File: src/hw/rtl/lprf_pkg.sv
`default_nettype none
// -----------------------------------------------------------------------------
// lprf_pkg
// Shared constants, result codes and controller/datapath link types for the
// length-prefixed record FIFO.
// -----------------------------------------------------------------------------
package lprf_pkg;

	localparam int DEPTH_DEF  = 512;
	localparam int MAX_RECORD = 64;
	localparam int LEN_W      = 7;
	localparam int BYTE_W     = 8;
	localparam int HDR_BYTES  = 2;

	// Function codes of an input word
	localparam logic FUNC_PUSH = 1'b0;
	localparam logic FUNC_POP  = 1'b1;

	typedef enum logic [1:0] {
		STAT_POPPED   = 2'd0,
		STAT_STORED   = 2'd1,
		STAT_REJECTED = 2'd2,
		STAT_EMPTY    = 2'd3
	} status_t;

	// Controller to datapath: one step per state
	typedef struct packed {
		logic load;
		logic push_head;
		logic push_step;
		logic pop_head;
		logic pop_len;
		logic pop_step;
	} ctl_cmd_t;

	// Datapath to controller
	typedef struct packed {
		logic empty;
		logic last_beat;
	} dp_stat_t;

endpackage
`default_nettype wire

File: src/hw/rtl/lprf_ctrl.sv
`default_nettype none
// -----------------------------------------------------------------------------
// lprf_ctrl
// Sequencer: steps a push word through header and byte writes, and a pop word
// through header read and byte streaming.
// -----------------------------------------------------------------------------
module lprf_ctrl import lprf_pkg::*; (
	input  logic     clk,
	input  logic     arst_n,
	input  logic     start,
	input  logic     func,
	input  dp_stat_t stat,
	output logic     busy,
	output ctl_cmd_t cmd
);

	typedef enum logic [2:0] {
		S_IDLE,
		S_PUSH_HEAD,
		S_PUSH_BYTE,
		S_POP_HEAD,
		S_POP_LEN,
		S_POP_STREAM
	} state_t;

	state_t state_q;
	logic   busy_q;
	logic   accept;

	assign accept = start && !busy_q;

	always_ff @(posedge clk or negedge arst_n) begin
		if (!arst_n) begin
			state_q <= S_IDLE;
			busy_q  <= 1'b0;
		end else begin
			case (state_q)
				S_IDLE: begin
					if (accept) begin
						state_q <= (func == FUNC_POP) ? S_POP_HEAD : S_PUSH_HEAD;
						busy_q  <= 1'b1;
					end
				end
				S_PUSH_HEAD: begin
					state_q <= S_PUSH_BYTE;
				end
				S_PUSH_BYTE: begin
					state_q <= S_IDLE;
					busy_q  <= 1'b0;
				end
				S_POP_HEAD: begin
					if (stat.empty) begin
						state_q <= S_IDLE;
						busy_q  <= 1'b0;
					end else begin
						state_q <= S_POP_LEN;
					end
				end
				S_POP_LEN: begin
					state_q <= S_POP_STREAM;
				end
				S_POP_STREAM: begin
					if (stat.last_beat) begin
						state_q <= S_IDLE;
						busy_q  <= 1'b0;
					end
				end
				default: begin
					state_q <= S_IDLE;
					busy_q  <= 1'b0;
				end
			endcase
		end
	end

	always_comb begin
		cmd           = '0;
		cmd.load      = (state_q == S_IDLE) && accept;
		cmd.push_head = (state_q == S_PUSH_HEAD);
		cmd.push_step = (state_q == S_PUSH_BYTE);
		cmd.pop_head  = (state_q == S_POP_HEAD);
		cmd.pop_len   = (state_q == S_POP_LEN);
		cmd.pop_step  = (state_q == S_POP_STREAM);
	end

	assign busy = busy_q;

endmodule
`default_nettype wire

File: config.mk
export PLATFORM = sky130hd
export DESIGN_NAME = lprf_ctrl
export DESIGN_NICKNAME = d
export VERILOG_FILES = /design/src/hw/rtl/lprf_pkg.sv /design/src/hw/rtl/lprf_ctrl.sv
export SDC_FILE = /design/constraint.sdc
export NUM_CORES = 1
export LEC_CHECK = 0
export BUFFER_PORTS_ARGS = -buffer_cell sky130_fd_sc_hd__buf_2
export CORE_AREA = 2 2 39 41
export DETAILED_ROUTE_END_ITERATION = 8
export DIE_AREA = 0 0 41 43
export GPL_TIMING_DRIVEN = 1
export PLACE_DENSITY_LB_ADDON = 0.2
export SLEW_MARGIN = 20
export SYNTH_ARGS = -nofsm -noshare
export SYNTH_HDL_FRONTEND = slang
export SYNTH_SLANG_ARGS = --single-unit
File: constraint.sdc
create_clock -name clk -period 1 [get_ports clk]
set_clock_uncertainty 0.05 [all_clocks]
set_input_delay 0.15 -clock clk [delete_from_list [all_inputs] [get_ports clk]]
set_output_delay 0.15 -clock clk [all_outputs]
set_load 0.02 [all_outputs]
======== Word level (Yosys, flattened, before mapping) ========
Index checks and enable logic that the tools add are counted.
word-level totals
  input bits .............................. 6
  bits in latches ......................... 0
  memories ................................ 0
  RAM bits ................................ 0
  memory bits (read-only) ................. 0
  register bits ........................... 4
  output and inout port bits .............. 7
operators by class
  shift-type cells ........................ 0
  $lt $le $gt $ge ......................... 0
  $add $sub $neg .......................... 0
  divide/modulo/power cells ............... 0
  reduce and logical (&&, ||, !) cells .... 7
  multipliers ............................. 0
  bitwise operators ....................... 1
  multiplexer cells ....................... 9
  equal/unequal tests ..................... 8
operator list
  operator                                                          number
  3-bit case mux with 5 select lines                                1
  3-bit two-way mux                                                 3
  3-bit by 2-bit == test with 1-bit output (second input constant)  2
  3-bit == test (second input constant)                             2
  2-bit inequality test (second input constant)                     3
  1-bit case mux with 4 select lines                                1
  4-bit AND reduction                                               1
  3-bit by 1-bit == test with 1-bit output (second input constant)  1
  3-bit logical NOT                                                 1
  1-bit two-way mux                                                 3
  1-bit logical AND                                                 2
  2-bit two-way mux                                                 1
  2-bit AND reduction                                               1
  2-bit OR reduction                                                1
  1-bit logical NOT                                                 1
  1-bit inverter                                                    1

======== Logic depth before layout (Yosys ltp) ========
Gate-level depths: netlist of the first run.
  word-level depth ........................ 4
  gate-level depth with buffers ........... 4

======== Worst setup path after synthesis of the first run ========
Ideal clock, no wire load.
  kind .................................... reg-to-output
  start ................................... reg busy_q, in the netlist busy
  end ..................................... out cmd[5] in the netlist's numbering
  stages on the path, launching flop included .. 3
  buffers on the path ..................... 0
  setup slack ............................. -570 ps
  required time ........................... 800 ps
  arrival ................................. 1370 ps
  cells stage by stage .................... dfrtp_1 nor2b_1 nor4b_1
RTL lines
  what                    line             source
  start, declared         lprf_ctrl.sv:27  logic busy_q;
  start signal, assigned  lprf_ctrl.sv:35  busy_q <= 1'b0;
  start signal, assigned  lprf_ctrl.sv:41  busy_q <= 1'b1;
  start signal, assigned  lprf_ctrl.sv:49  busy_q <= 1'b0;
  end, declared           lprf_ctrl.sv:14  output ctl_cmd_t cmd

==> impl_metrics.yaml, run 1 <==
run_status:
  status: "finished with violations"
  failed_checks: "setup timing"
power_and_ir_drop:
  power.leakage_nw: 0.267
  power_density_nw_per_um2: 3170
  ir_worst_vdd_mv: 1.33
  total_power_mw: 2.00
timing:
  rsz0062_at_grt: "yes"
  drv_slew: 0
  period_share: 1.35
  whs_ns: 0.154
  post-route-min-period_ns: 1.35
  relSlewSlack: 0.881
  worstMarginPinSlew_ns: 0.178
  setup_viol: 10
  setup_ws_ns: -0.347
  hold_viol_final: 0
  max_freq_ghz: 0.742
placement:
  numPortBuffers: 12
  dp_hpwl_um: 641
  dpl-instance-area_um2: 428
  finalWeightedCongestion: 0.786
  post-place-ws_ns: -0.180
drt:
  ant_nets: 0
  drt_wl_total_um: 949
  num_vias: 325
  drtIter0Drc: 2
  avgRoutedWirePerCell_um: 13.0
  drc: 0
  dr.pass1.iters: 2
  routed_via_density: 4.45
logic_synthesis:
  syn_area_um2: 264
  ys_ff_latch: 4
  yosysTopAreaCellShare: 0.379
  yosysTopAreaCell: "dfrtp_1"
  async_flop_share: 1.00
  avgSynthCellArea_um2: 8.80
  syn_nets: 36
  yosys-top-cells-area: "dfrtp_1, a21oi_1, nor2_1"
  synth-edff-count: 0
  synth_seq_area_share: 0.379
  synth_warnings: 0
  synthFlopType: "dfrtp_1"
  yosysUniqueCellTypes: 19
  synth_common_cells: "a21oi_1, dfrtp_1, nor2_1"
  synthCells: 30
clock_tree:
  cts_buffers: 3
  htreeDepth: 1
  cts_tree: "yes"
  clk_pin_slew_ns: 0.04
  clk_path_buf_depth: 2
  cts.sinks: 4
  cts_root_buf: "clkbuf_4"
  clk_latency_ns: 0.24
finish:
  area_growth_pct: 139
  n_antenna_cell: 0
  fin_util: 0.457
  drive_gt1_frac: 0.842
  final_nets: 64
  finalInstanceArea_um2: 632
  filler_cell_count: 138
critical_path:
  critPathLaunchType: "register"
  startpoint: "state_q[0]$_DFFE_PN0P_"
  rr_startpoint: "state_q[1]$_DFFE_PN0P_"
  required_ns: 0.80
  crit_type: "reg2out"
  critPathMaxFanout: 4
  cp-end-kind: "output pin"
  crit_arrival_ns: 1.15
grt:
  grt_usage: 0.129
  grt_pass1_vias: 338
  grt_antenna_before_repair: 0
  grt_pass1_wl_mm: 1.47
  grt_max_degree: 7
  grt.overflow.total: 0
floorplan:
  core_region_area_um2: 1380
  io_pins: 13
  start_util: 0.191
  die_area_um2: 1760
  rows: 14
  die_h_um: 43
  die_w_um: 41
hold_path:
  min_from: "start"
  min_path_type: "in2reg"
flow_run:
  cap_violations: 0
-- layout by cell type, fill, tap and decap left out, drive strengths merged, types with 2 or more instances in the layout --
master and n:
a21oi 4, buf 25, clkbuf 4, dfrtp 4
nor2 4, nor3 2, nor3b 2
-- what timing repair did --
item / 4_1_cts / 5_1_grt
setup endpoints to repair: 9 / 11
endpoints found under the hold margin: 4 / 0
hold buffers: 1 / 0
pin swaps: 3 / 3
buffers inserted: 3 / 6
resized for setup: 19 / 15
-- state kept, by name, indices dropped and copies added (netlist names) --
register / flops
state_q: 3
busy: 1
-- worst paths after layout --
check / to / slack (ns) / cells after the start
worst min register to register: state_q[0]$_DFFE_PN0P_ / 0.61 / 2
worst max register to register: busy$_DFFE_PN0P_ / -0.22 / 4
worst max-delay path: cmd[3] / -0.35 / 3
max in group asynchronous: state_q[1]$_DFFE_PN0P_ / 0.57 / 2
worst min-delay path: busy$_DFFE_PN0P_ / 0.15 / 3
min in group asynchronous: state_q[0]$_DFFE_PN0P_ / 0.19 / 2
-- power breakdown --
group / internal (mW) / switching [mW] / leakage (nW)
logic: 0.791 / 0.618 / 0.205
clock network: 0.150 / 0.0737 / 0.0150
registers: 0.245 / 0.125 / 0.0473
-- critical path, cell delays in order (launching register included) --
cell	delay, ns
dfrtp_2	0.45
buf_6	0.15
nor3b_4	0.17
buf_6	0.14
-- metal layers --
metal / part of all wire / GRT usage / up-vias
met1: 0.39 / 0.144 / 154
li1: - / - / 162
met2: 0.58 / 0.206 / 9
met3: 0.038 / 0.0157 / 0
met4: 0 / 0.100 / 0
met5: 0 / 0 / -
-- cell type report --
class / instances / area (µm²) / share of cell area
Timing Repair Buffer: 26 / 238 / 0.376
Clock buffer: 4 / 26.3 / 0.0416
Multi-Input combinational cell: 22 / 238 / 0.376
Sequential cell: 4 / 104 / 0.164
Tap cell: 16 / 20.0 / 0.0317
Inverter: 1 / 6.26 / 0.00990
-- cell families after synthesis --
kind of cell	synth area share
and+or+nand+nor	0.303
AOI/OAI and AO/OA	0.213
DFF	0.379
buffers and inverters	0.104
-- stage by stage --
stage / std cells / TNS (ns)
3_5_place_dp: 61 / -1.08
2_1_floorplan: 30 / -0.333
4_1_cts: 69 / -2.45
3_3_place_gp: 61 / -1.03
5_1_grt: 73 / -3.04
6_report: 73 / -2.62
No activity file was read; power rests on OpenSTA's default activity.
==> run 2: changes to the inputs <==
--- a/config.mk
+++ b/config.mk
@@ -11,6 +11,7 @@
 export DIE_AREA = 0 0 41 43
 export GPL_TIMING_DRIVEN = 1
 export PLACE_DENSITY_LB_ADDON = 0.2
+export REMOVE_ABC_BUFFERS = 1
 export SLEW_MARGIN = 20
 export SYNTH_ARGS = -nofsm -noshare
 export SYNTH_HDL_FRONTEND = slang
==> constraint.sdc (replaced) <==
create_clock -name clk -period 1.55 [get_ports clk]
set_clock_uncertainty 0.05 [all_clocks]
set_input_delay 0.2325 -clock clk [delete_from_list [all_inputs] [get_ports clk]]
set_output_delay 0.2325 -clock clk [all_outputs]
set_load 0.02 [all_outputs]
==> impl_metrics.yaml, run 2 (same netlist as run 1, synthesis figures left out) <==
timing:
  worstMarginPinSlew_ns: 0.294
  relSlewSlack: 0.804
  max_freq_ghz: 0.683
  hold_viol_final: 0
  setup_viol: 0
  tns_ns: 0
  drv_slew: 0
  post-route-min-period_ns: 1.46
  period_share: 0.945
  rsz0062_at_grt: "no"
placement:
  dp_hpwl_um: 435
  numPortBuffers: 12
  dpl-instance-area_um2: 320
  finalWeightedCongestion: 0.627
finish:
  filler_cell_count: 157
  regArea_um2: 103
  final_nets: 51
  most-common-layout-cells: "buf_2, nor2_1, a21oi_1"
  final_common_cell: "buf_2"
  multiInputGateArea_um2: 145
  finalInstanceArea_um2: 364
  area_growth_pct: 37.9
  largest_reg_flops: 3
  n_antenna_cell: 0
  drive_gt1_frac: 0.488
  top_register: "state_q"
critical_path:
  crit_arrival_ns: 1.18
  crit_type: "reg2out"
  reg2reg_slack_ns: 0.42
  critPathLaunchType: "register"
  cp-end-kind: "output pin"
  required_ns: 1.27
  critPathMaxFanout: 4
clock_tree:
  cts.sinks: 4
  clk_path_buf_depth: 2
  cts_buffers: 3
  cts_root_buf: "clkbuf_4"
  clk_pin_slew_ns: 0.04
  htreeDepth: 1
  cts_tree: "yes"
  clk_latency_ns: 0.23
power_and_ir_drop:
  total_power_uw: 716
  power_density_nw_per_um2: 1970
  ir_worst_vdd_mv: 0.637
  power.leakage_nw: 0.168
drt:
  drc: 0
  routed_via_density: 4.10
  avgRoutedWirePerCell_um: 9.83
  dr_wl_met3_um: 33
  ant_nets: 0
  dr.max_layer_used: "met3"
  drtIter0Drc: 7
  met1_length_um: 285
  dr.pass1.iters: 2
  num_vias: 242
  drt_wl_total_um: 580
  wl_met2_um: 260
floorplan:
  die_h_um: 43
  io_pins: 13
  rows: 14
  die_area_um2: 1760
  die_w_um: 41
  start_util: 0.191
  core_region_area_um2: 1380
grt:
  grt_antenna_before_repair: 0
  grt_usage: 0.0767
  grt.overflow.total: 0
  grt_max_degree: 13
  grt_pass1_vias: 232
  grt_pass1_wl_um: 876
run_status:
  status: "finished, final reports clean"
hold_path:
  min_path_type: "in2reg"
flow_run:
  cap_violations: 0
run 2: cell types whose count changed in the layout (fill, tap and decap cells not counted), moves of 3 or more:
| cell | change |
|---|---|
| buf_4 | -6 |
| buf_2 | +7 |
| a21oi_2 | -3 |
| a21oi_1 | +3 |
| buf_6 | -14 |
run 2: path summary, 6_finish.rpt:
| path | startpoint | endpoint | depth (start not counted) |
|---|---|---|---|
| setup / recovery | busy$_DFFE_PN0P_ | cmd[5] | 3 |
| hold reg to reg | busy$_DFFE_PN0P_ | busy$_DFFE_PN0P_ | 2 |
| min in group asynchronous | arst_n | state_q[2]$_DFFE_PN0P_ | 2 |
| hold / removal | stat[0] | state_q[0]$_DFFE_PN0P_ | 3 |
| setup reg to reg | state_q[1]$_DFFE_PN0P_ | state_q[2]$_DFFE_PN0P_ | 3 |
| max in group asynchronous | arst_n | state_q[0]$_DFFE_PN0P_ | 2 |
run 2: what timing repair did:
item,4_1_cts,5_1_grt
gates resized for setup,1,3
hold buffers,1,0
setup buffers,0,0
endpoints found under the hold margin,4,0
endpoints found under the setup margin,1,3
run 2: per-stage QoR:
| stage | setup slack [ns] | utilization | hold slack (ns) | cells |
|---|---|---|---|---|
| 6_report | 0.0852 | 0.263 | 0.243 | 59 |
| 5_1_grt | 0.00459 | 0.263 | 0.262 | 59 |
| 4_1_cts | 0.0102 | 0.257 | 0.241 | 59 |
| 3_5_place_dp | 0.234 | 0.231 | -0.00753 | 55 |
| 3_3_place_gp | 0.216 | 0.231 | -0.00715 | 55 |
| 2_1_floorplan | -0.103 | - | -0.113 | 27 |
run 2: final cells by class:
class                   instances  share of cell area
repair buffers                 13               0.192
multi-input cells              22               0.399
clock buffers                   3              0.0619
well taps                      16              0.0550
inverters                       1              0.0103
flip-flops and latches          4               0.282
run 2: routing by layer:
metal,vias up,global-route usage
li1,133,-
met3,0,0.0157
met2,7,0.100
met5,-,0
met4,0,0.0800
met1,102,0.0948
run 2: critical path, cell delays in order, from the launching register on:
cell	delay [ns]
dfrtp_1	0.40
nor2b_2	0.17
nor4b_2	0.19
buf_2	0.19
run 2: report_power, final:
group | switching (mW) | internal, mW | total [mW]
Clock | 0.0406 | 0.0865 | 0.127
Combinational | 0.171 | 0.155 | 0.326
Sequential | 0.108 | 0.155 | 0.263
==> run 3: changes to the inputs <==
--- a/config.mk
+++ b/config.mk
@@ -5,6 +5,7 @@
 export SDC_FILE = /design/constraint.sdc
 export NUM_CORES = 1
 export LEC_CHECK = 0
+export ABC_AREA = 1
 export BUFFER_PORTS_ARGS = -buffer_cell sky130_fd_sc_hd__buf_2
 export CORE_AREA = 2 2 39 41
 export DETAILED_ROUTE_END_ITERATION = 8
==> constraint.sdc (replaced) <==
create_clock -name clk -period 1.9 [get_ports clk]
set_clock_uncertainty 0.05 [all_clocks]
set_input_delay 0.285 -clock clk [delete_from_list [all_inputs] [get_ports clk]]
set_output_delay 0.285 -clock clk [all_outputs]
set_load 0.02 [all_outputs]
==> impl_metrics.yaml, run 3 <==
run_status:
  status: "finished, final reports clean"
critical_path:
  cp-end-kind: "output pin"
  critPathMaxFanout: 5
  reg2reg_depth: 5
  required_ns: 1.56
  rr_startpoint: "state_q[0]$_DFFE_PN0P_"
  crit_arrival_ns: 1.19
  reg2reg_slack_ns: 0.73
  critical_path.reg2reg.endpoint: "state_q[1]$_DFFE_PN0P_"
  critPathLaunchType: "register"
  crit_type: "reg2out"
power_and_ir_drop:
  total_power_uw: 628
  power.leakage_nw: 0.236
  ir_worst_vdd_mv: 0.419
  power_density_nw_per_um2: 1700
timing:
  tns_ns: 0
  max_freq_ghz: 0.657
  relSlewSlack: 0.858
  rsz0062_at_grt: "no"
  worstMarginPinSlew_ns: 0.211
  period_share: 0.801
  post-route-min-period_ns: 1.52
  hold_viol_final: 0
  setup_viol: 0
  drv_slew: 0
grt:
  grt.overflow.total: 0
  grt_pass1_wl_um: 883
  grt_max_degree: 7
  grt_usage: 0.0775
  grt_antenna_before_repair: 0
  grt_pass1_vias: 251
clock_tree:
  cts_buffers: 3
  htreeDepth: 1
  cts.sinks: 4
  clk_latency_ns: 0.23
  cts_tree: "yes"
  cts_root_buf: "clkbuf_4"
  clk_path_buf_depth: 2
  clk_pin_slew_ns: 0.03
  cts-resized-gates: 0
logic_synthesis:
  yosysMostFrequentCell: "nand2_1"
  syn_area_um2: 258
  synth-edff-count: 0
  yosysTopAreaCell: "dfrtp_1"
  yosysTopAreaCellShare: 0.388
  synthFlopType: "dfrtp_1"
  yosys-top-cells-area: "dfrtp_1, nand2_1, inv_1"
  yosysUniqueCellTypes: 11
  ys_ff_latch: 4
  avgSynthCellArea_um2: 6.97
  synth_warnings: 0
  synthCells: 37
  async_flop_share: 1.00
  synth_common_cells: "nand2_1, inv_1, nor2_1"
  synth_seq_area_share: 0.388
floorplan:
  die_w_um: 41
  die_area_um2: 1760
  core_region_area_um2: 1380
  start_util: 0.186
  die_h_um: 43
  io_pins: 13
  rows: 14
drt:
  ant_nets: 0
  avgRoutedWirePerCell_um: 7.91
  dr.max_layer_used: "met4"
  drc: 0
  routed_via_density: 3.88
  wl_met2_um: 262
  dr.pass1.iters: 3
  drtIter0Drc: 7
  drt_wl_total_um: 546
  dr_wl_met3_um: 47
  met1_length_um: 230
  num_vias: 268
finish:
  finalInstanceArea_um2: 370
  area_growth_pct: 43.7
  drive_gt1_frac: 0.415
  final_nets: 61
  largest_reg_flops: 3
  multiInputGateArea_um2: 131
  top_register: "state_q"
  fin_util: 0.268
  most-common-layout-cells: "buf_2, nand2_1, inv_1"
  regArea_um2: 100
  filler_cell_count: 169
  final_common_cell: "buf_2"
  n_antenna_cell: 0
flow_run:
  cap_violations: 0
hold_path:
  min_path_cells: 3
  hold_end: "state_q[1]$_DFFE_PN0P_"
  min_from: "func"
  min_path_type: "in2reg"
placement:
  dp_hpwl_um: 488
  dpl-instance-area_um2: 338
  finalWeightedCongestion: 0.684
  numPortBuffers: 12
[run 3: cell count changes after synthesis, sizes merged, moves of 2 or more]
cell,before,now
nand3,0,3
a21oi,4,0
buf,3,0
nor2,4,8
nor3b,2,0
nand2,1,11
inv,1,7
[run 3: metrics by stage]
stage,hold slack (ns),setup slack (ns),cells
global placement,0.0437,0.626,65
CTS,0.282,0.363,69
detailed placement,0.0452,0.607,65
floorplan,-0.0606,0.627,37
finish,0.289,0.378,69
global route,0.308,0.274,69
[run 3: metal layers]
layer  vias up  GRT usage
met3         2     0.0157
met2         7      0.116
met4         0     0.0800
li1        145          -
met5         -          0
met1       114     0.0812
[run 3: logic make-up after synthesis]
kind of cell           synth area share
buffers and inverters             0.102
and+or+nand+nor                   0.481
AOI/OAI and AO/OA                0.0291
DFF                               0.388
[run 3: timing repair]
| item | 4_1_cts | 5_1_grt |
|---|---|---|
| setup buffers | 0 | 0 |
| hold buffers | 1 | 0 |
| hold endpoints to repair | 4 | 0 |
[run 3: area by class of cell]
cell class,count,share of cell area
multi-input combinational,26,0.355
sequential,4,0.270
timing repair buffer,13,0.189
inverter,7,0.0709
clock buffer,3,0.0608
tap,16,0.0541
[run 3: critical path, cell delays in order, from the launching register on]
cell	delay, ns
dfrtp_1	0.42
nor2_2	0.20
nand3_1	0.13
inv_1	0.06
buf_2	0.15
[run 3: how the worst max path moves through the flow]
stage,startpoint,endpoint,cells past startpoint
2_1_floorplan,state_q[1]$_DFFE_PN0P_,cmd[3],2
6_report,state_q[0]$_DFFE_PN0P_,cmd[5],4
4_1_cts,state_q[0]$_DFFE_PN0P_,cmd[5],4
3_3_place_gp,state_q[0]$_DFFE_PN0P_,cmd[5],4
5_1_grt,state_q[0]$_DFFE_PN0P_,cmd[5],4
3_5_place_dp,state_q[0]$_DFFE_PN0P_,cmd[5],4
[run 3: report_power, final]
| part | switching [mW] | total [mW] | leakage [nW] | internal [mW] |
|---|---|---|---|---|
| registers | 0.0551 | 0.181 | 0.0515 | 0.126 |
| clock network | 0.0283 | 0.0985 | 0.0138 | 0.0702 |
| logic | 0.225 | 0.348 | 0.171 | 0.123 |
| total | 0.309 | 0.628 | 0.236 | 0.319 |
